<file path="config.mk">
export PLATFORM = sky130hd
export DESIGN_NAME = substring_match_finder
export DESIGN_NICKNAME = d
export VERILOG_FILES = /design/src/hw/rtl/smf_pkg.sv /design/src/hw/rtl/substring_match_finder.sv /design/src/hw/rtl/smf_cell.sv
export SDC_FILE = /design/constraint.sdc
export NUM_CORES = 2
export LEC_CHECK = 0
export BUFFER_PORTS_ARGS = -buffer_cell sky130_fd_sc_hd__buf_2
export CAP_MARGIN = 20
export CELL_PAD_IN_SITES_DETAIL_PLACEMENT = 1
export CELL_PAD_IN_SITES_GLOBAL_PLACEMENT = 2
export CORE_MARGIN = 5
export CORE_UTILIZATION = 40
export CTS_CLUSTER_SIZE = 28
export DETAILED_ROUTE_END_ITERATION = 10
export PLACE_DENSITY = 0.68
export SLEW_MARGIN = 0
export SYNTH_ARGS = -nofsm -noshare
export SYNTH_HDL_FRONTEND = slang
export SYNTH_SLANG_ARGS = --single-unit
</file>
<file path="constraint.sdc">
create_clock -name clk -period 9.5 [get_ports clk]
set_input_delay 1.425 -clock clk [delete_from_list [all_inputs] [get_ports clk]]
set_output_delay 1.425 -clock clk [all_outputs]
set_load 0.01 [all_outputs]
</file>
<file path="src/hw/rtl/smf_pkg.sv">
// smf_pkg: shared types and constants for the substring match finder
// no dependencies; used by smf_cell, substring_match_finder and smf_checker
`default_nettype none

package smf_pkg;

  // fixed field widths
  localparam int KIND_BITS  = 2;
  localparam int DATA_BITS  = 8;
  localparam int MATCH_BITS = 32;

  // parameter defaults for the top level
  localparam int PATTERN_MAX_DEF   = 256;
  localparam int POSITION_BITS_DEF = 32;

  // item kinds
  typedef enum logic [KIND_BITS-1:0] {
    KIND_CLEAR  = 2'd0,
    KIND_APPEND = 2'd1,
    KIND_TEXT   = 2'd2
  } kind_t;

  // per-transfer controls broadcast to every cell
  typedef struct packed {
    logic text_step;  // nonzero text byte advances the partial matches
    logic flush;      // clear item or end of document
    logic append;     // pattern byte is written at the current length
  } cell_ctrl_t;

endpackage

`default_nettype wire

</file>
<file path="src/hw/rtl/substring_match_finder.sv">
// Substring match finder. Loads a pattern of up to PATTERN_MAX bytes (append items; zero
// bytes and bytes beyond capacity are dropped), then scans text bytes and reports the start
// offset of every occurrence, overlaps included; an empty pattern matches at every text byte.
// A clear item empties the pattern and restarts the offset; a zero text byte ends the document
// and restarts the offset without a result. One item is taken every cycle while the output
// register is empty or being drained; a result is registered in the output register in the
// cycle after its text byte is taken. The row of PATTERN_MAX cells all update their
// partial-match bits from their left neighbor in the same cycle. The offset counter is
// POSITION_BITS wide and wraps; match_start shows its low 32 bits.
// depends on smf_pkg and smf_cell
`default_nettype none

module substring_match_finder #(
  parameter int PATTERN_MAX   = smf_pkg::PATTERN_MAX_DEF,
  parameter int POSITION_BITS = smf_pkg::POSITION_BITS_DEF
) (
  input  wire logic                           clk,
  input  wire logic                           rst,
  input  wire logic                           in_valid,
  output logic                                in_ready,
  input  wire logic [smf_pkg::KIND_BITS-1:0]  kind,
  input  wire logic [smf_pkg::DATA_BITS-1:0]  data_byte,
  output logic                                out_valid,
  input  wire logic                           out_ready,
  output logic [smf_pkg::MATCH_BITS-1:0]      match_start
);
  import smf_pkg::*;

  localparam int LEN_BITS = $clog2(PATTERN_MAX + 1);

  logic                     in_xfer;
  cell_ctrl_t               ctrl;
  logic [LEN_BITS-1:0]      pattern_len;
  logic [POSITION_BITS-1:0] text_pos;
  logic [POSITION_BITS-1:0] start_pos;
  logic [PATTERN_MAX-1:0]   match_bits;
  logic [PATTERN_MAX-1:0]   cell_hits;
  logic                     hit;

  // output register frees the input side when empty or draining
  assign in_ready = ~out_valid | out_ready;
  assign in_xfer  = in_valid & in_ready;

  // item decode
  always_comb begin
    ctrl = '0;
    if (in_xfer) begin
      unique case (kind)
        KIND_CLEAR: begin
          ctrl.flush = 1'b1;
        end
        KIND_APPEND: begin
          ctrl.append = (data_byte != '0) && (pattern_len < LEN_BITS'(PATTERN_MAX));
        end
        KIND_TEXT: begin
          ctrl.flush     = (data_byte == '0);
          ctrl.text_step = (data_byte != '0);
        end
        default: begin
          ctrl = '0;
        end
      endcase
    end
  end

  // pattern length
  always_ff @(posedge clk) begin
    if (rst) begin
      pattern_len <= '0;
    end else if (in_xfer && kind == KIND_CLEAR) begin
      pattern_len <= '0;
    end else if (ctrl.append) begin
      pattern_len <= pattern_len + LEN_BITS'(1);
    end
  end

  // text offset
  always_ff @(posedge clk) begin
    if (rst) begin
      text_pos <= '0;
    end else if (ctrl.flush) begin
      text_pos <= '0;
    end else if (ctrl.text_step) begin
      text_pos <= text_pos + POSITION_BITS'(1);
    end
  end

  // row of cells, each fed by its left neighbor
  for (genvar i = 0; i < PATTERN_MAX; i++) begin : g_cell
    logic prev_bit;
    if (i == 0) begin : g_head
      assign prev_bit = 1'b1;
    end else begin : g_body
      assign prev_bit = match_bits[i-1];
    end

    smf_cell u_cell (
      .clk       (clk),
      .rst       (rst),
      .ctrl      (ctrl),
      .data_byte (data_byte),
      .active    (LEN_BITS'(i) < pattern_len),
      .last      (pattern_len == LEN_BITS'(i + 1)),
      .wr_sel    (pattern_len == LEN_BITS'(i)),
      .prev_bit  (prev_bit),
      .match_bit (match_bits[i]),
      .hit       (cell_hits[i])
    );
  end

  // completed match and its start offset
  assign hit       = (pattern_len == '0) | (|cell_hits);
  assign start_pos = (pattern_len == '0) ? text_pos
                   : text_pos + POSITION_BITS'(1) - POSITION_BITS'(pattern_len);

  // output register
  always_ff @(posedge clk) begin
    if (rst) begin
      out_valid <= 1'b0;
    end else if (in_ready) begin
      out_valid <= ctrl.text_step & hit;
    end
  end

  always_ff @(posedge clk) begin
    if (in_ready && ctrl.text_step) begin
      match_start <= MATCH_BITS'(start_pos);
    end
  end

endmodule

`default_nettype wire

</file>
<file path="src/hw/rtl/smf_cell.sv">
// smf_cell: one pattern position; holds a pattern byte and its partial-match bit
// depends on smf_pkg; chained by substring_match_finder
`default_nettype none

module smf_cell (
  input  wire logic                          clk,
  input  wire logic                          rst,
  input  wire smf_pkg::cell_ctrl_t           ctrl,
  input  wire logic [smf_pkg::DATA_BITS-1:0] data_byte,
  input  wire logic                          active,    // position lies inside the pattern
  input  wire logic                          last,      // position is the final pattern byte
  input  wire logic                          wr_sel,    // position is the next one to load
  input  wire logic                          prev_bit,  // partial bit of the left neighbor
  output logic                               match_bit,
  output logic                               hit
);
  import smf_pkg::*;

  logic [DATA_BITS-1:0] pattern_byte;
  logic                 match_bit_next;

  // prefix extends by one when the neighbor matched and this byte agrees
  assign match_bit_next = active & prev_bit & (pattern_byte == data_byte);
  assign hit            = match_bit_next & last;

  // partial-match bit
  always_ff @(posedge clk) begin
    if (rst) begin
      match_bit <= 1'b0;
    end else if (ctrl.flush) begin
      match_bit <= 1'b0;
    end else if (ctrl.text_step) begin
      match_bit <= match_bit_next;
    end
  end

  // pattern byte load
  always_ff @(posedge clk) begin
    if (ctrl.append && wr_sel) begin
      pattern_byte <= data_byte;
    end
  end

endmodule

`default_nettype wire

</file>
==> flow_summary.yaml <==
run_status:
  status: "finished, final reports clean"
timing:
  fin_tns_setup_ns: 0
  min_period_ns: 5.79
  fmax_mhz: 173
  slew_violations: 0
  setup_viol_count_final: 0
  fin_ws_ns: 3.71
  min_period_over_period_pct: 61.0
  hold_violations: 0
  rsz0062_at_grt: "false"
  fin_skew_ns: 0.0747
  slew_headroom_pct: 12.1
  tightest_slew_ns: 1.31
place:
  place.port_buffers: 47
  placed_cell_area_sq_mm: 0.111
  gp_congestion: 0.989
  place_ws_ns: 3.62
  hpwl_um: 278000
setup_path:
  r2r-start: "pattern_len[3]"
  arrival_ns: 6.26
  worstReg2RegEnd: "g_cell[94].u_cell.pattern_byte[0]"
  startpoint_type: "flip-flop"
  rr_worst_depth: 7
  worst_ep_required_time_ns: 9.97
  cp_max_fo: 34
  worst-r2r-setup-slack_ns: 3.71
  path_class: "reg -> reg"
  cp-end-kind: "flip-flop"
route:
  post_drt_wl_per_cell_um: 36.3
  drt_iter0_markers: 9193
  wl_met3_um: 42500
  wl_met1_um: 173000
  remaining_drc_errors: 0
  num_vias: 70808
  ant_nets: 0
  vias_per_cell: 6.07
  drt_wl_total_um: 424000
  drt_pass1_iterations: 6
  route.met2.wl_um: 183000
  highest_layer: "met5"
layout:
  drive_above_1_share_pct: 13.3
  final_common_cell: "edfxtp_1"
  area_growth_pct: 14.2
  finalInstanceArea_sq_mm: 0.120
  fin_nets: 7940
  most-common-layout-cells: "2080 x edfxtp_1, 1629 x xnor2_1, 485 x xor2_1"
logic_synthesis:
  synthesis.nets: 7770
  synth-seq-cells: 2377
  synthArstFlopShare_pct: 0
  ys_warn_count: 0
  ys_top_cells_by_area: "edfxtp_1 59%, xnor2_1 14%, dfxtp_1 5.6%"
  syn_area_per_cell_sq_um: 13.6
  synth-edff-count: 2080
  yosysTopAreaCell: "edfxtp_1"
  synth_top_flop_cell: "edfxtp_1"
  synth_cell_types: 92
  synth.top_cell.area_share_pct: 59.2
  netlist_area_sq_mm: 0.105
  syn_inst: 7742
  ys_seq_area_share_pct: 64.9
clock_tree:
  postCtsHoldBufs: 0
  cts_tree: "yes"
  cts_max_level: 5
  clk_pin_slew_worst_paths_ns: 0.06
  post_cts_resized: 0
  cts.sinks: 2377
  cts_buffers: 278
  cts_buffer_depth: 4
  post_cts_buffers: 0
  cts-root-buf: "clkbuf_16"
  clkLatencyLatePin_ns: 0.90
worst_hold_path:
  hp-class: "reg -> reg"
  hold_start: "g_cell[8].u_cell.match_bit"
  hold_end: "g_cell[8].u_cell.match_bit"
  hold_depth: 2
power_and_ir_drop:
  vdd_ir_drop_max_v: 0.000136
  p_leak_uw: 0.0365
  p_per_area_mw_per_mm2: 196
floorplan:
  die_width_um: 523
  ios: 48
  die_height_um: 523
  start_util_pct: 40.2
  dieArea_sq_mm: 0.274
  core_sq_mm: 0.263
  rows: 188
global_route:
  antenna_found_initial: 44
  grt_pass1_wl_um: 583000
  grt_max_degree: 118
  grt_pass1_vias: 69512
  track_usage_pct: 30.3
  grt-ovfl-total: 0
flow_run:
  maxCapViolCount: 0
cells in the mapped netlist, drive strengths merged (15+ instances only):
cell        n
inv        19
o211ai     46
a211o      15
edfxtp   2080
o21ai     194
or3        23
nor2      397
nor4      240
o311ai     15
or4        21
clkbuf    191
o221a     145
a31oi      19
a311oi     16
xor2      485
nand2     263
nor3      160
a22oi      19
buf       311
nand4     263
nand3     319
and3       31
a21oi     220
a211oi     31
o2111ai    18
a2111oi    27
dfxtp     297
xnor2    1629
a32oi      24
or2        16
registers in the layout (all words and copies together) (netlist names):
name	cells
g_cell.u_cell.match_bit	255
pattern_len	9
g_cell.u_cell.pattern_byte	2048
match_start	32
out_valid	1
text_pos	32
metrics by stage:
step	cells	power [uW]	hold WS [ns]	util (%)
after floorplan	7742	12500	0.432	-
after global routing	11652	24300	0.484	45.9
after CTS	11630	23800	0.455	45.8
after global placement	11110	13000	0.446	42.3
after detailed placement	11130	13000	0.448	42.4
final	11672	23600	0.456	45.9
cell type report:
cell class | instances | area, sq um
Fill cell | 26182 | 142000
Sequential cell | 2377 | 68400
Clock buffer | 385 | 7800
Antenna cell | 25 | 62.6
Timing Repair Buffer | 392 | 3260
Tap cell | 3515 | 4400
Multi-Input combinational cell | 4843 | 35100
Clock inverter | 115 | 1280
Inverter | 20 | 82.6
where the power goes:
group | switching (uW) | internal, uW | total [uW] | leakage (uW)
logic | 860 | 435 | 1300 | 0.0109
registers | 82.7 | 11400 | 11500 | 0.0211
clock network | 4440 | 6340 | 10800 | 0.00443
worst max-delay path by stage:
stage	slack (ns)	endpoint	startpoint	cells after the start
2_1_floorplan	5.17	match_start[0]	data_byte[5]	9
3_3_place_gp	3.61	g_cell[8].u_cell.match_bit	data_byte[0]	8
3_5_place_dp	3.62	g_cell[8].u_cell.match_bit	data_byte[0]	8
4_1_cts	4.09	g_cell[94].u_cell.pattern_byte[0]	pattern_len[1]	9
5_1_grt	4.00	g_cell[94].u_cell.pattern_byte[5]	pattern_len[1]	9
6_report	3.71	g_cell[94].u_cell.pattern_byte[0]	pattern_len[3]	7
routing by layer:
metal	vias up	GRT usage (%)
li1	28941	-
met1	37028	41.4
met2	3840	44.6
met3	981	7.93
met4	18	15.5
met5	-	0
kinds of logic after synthesis:
| group | after synthesis | synth area share, % |
|---|---|---|
| and+or+nand+nor | 1818 | 8.94 |
| adders and majority gates | 14 | 0.173 |
| xor gates and xnor gates | 2114 | 17.6 |
| muxes | 4 | 0.0380 |
| DFF | 2377 | 64.9 |
| buffers and inverters | 522 | 2.28 |
| AOI/OAI and AO/OA | 893 | 6.14 |
critical path, stage by stage, from the launching register on:
cell and delay (ns):
dfxtp_2 0.85, buf_4 0.61, nand3_1 1.00, nor2_1 1.00, buf_4 0.47, nand2_2 0.26, buf_4 0.33, nor2_1 0.70
Note: power is estimated with default switching activity, not from simulation.
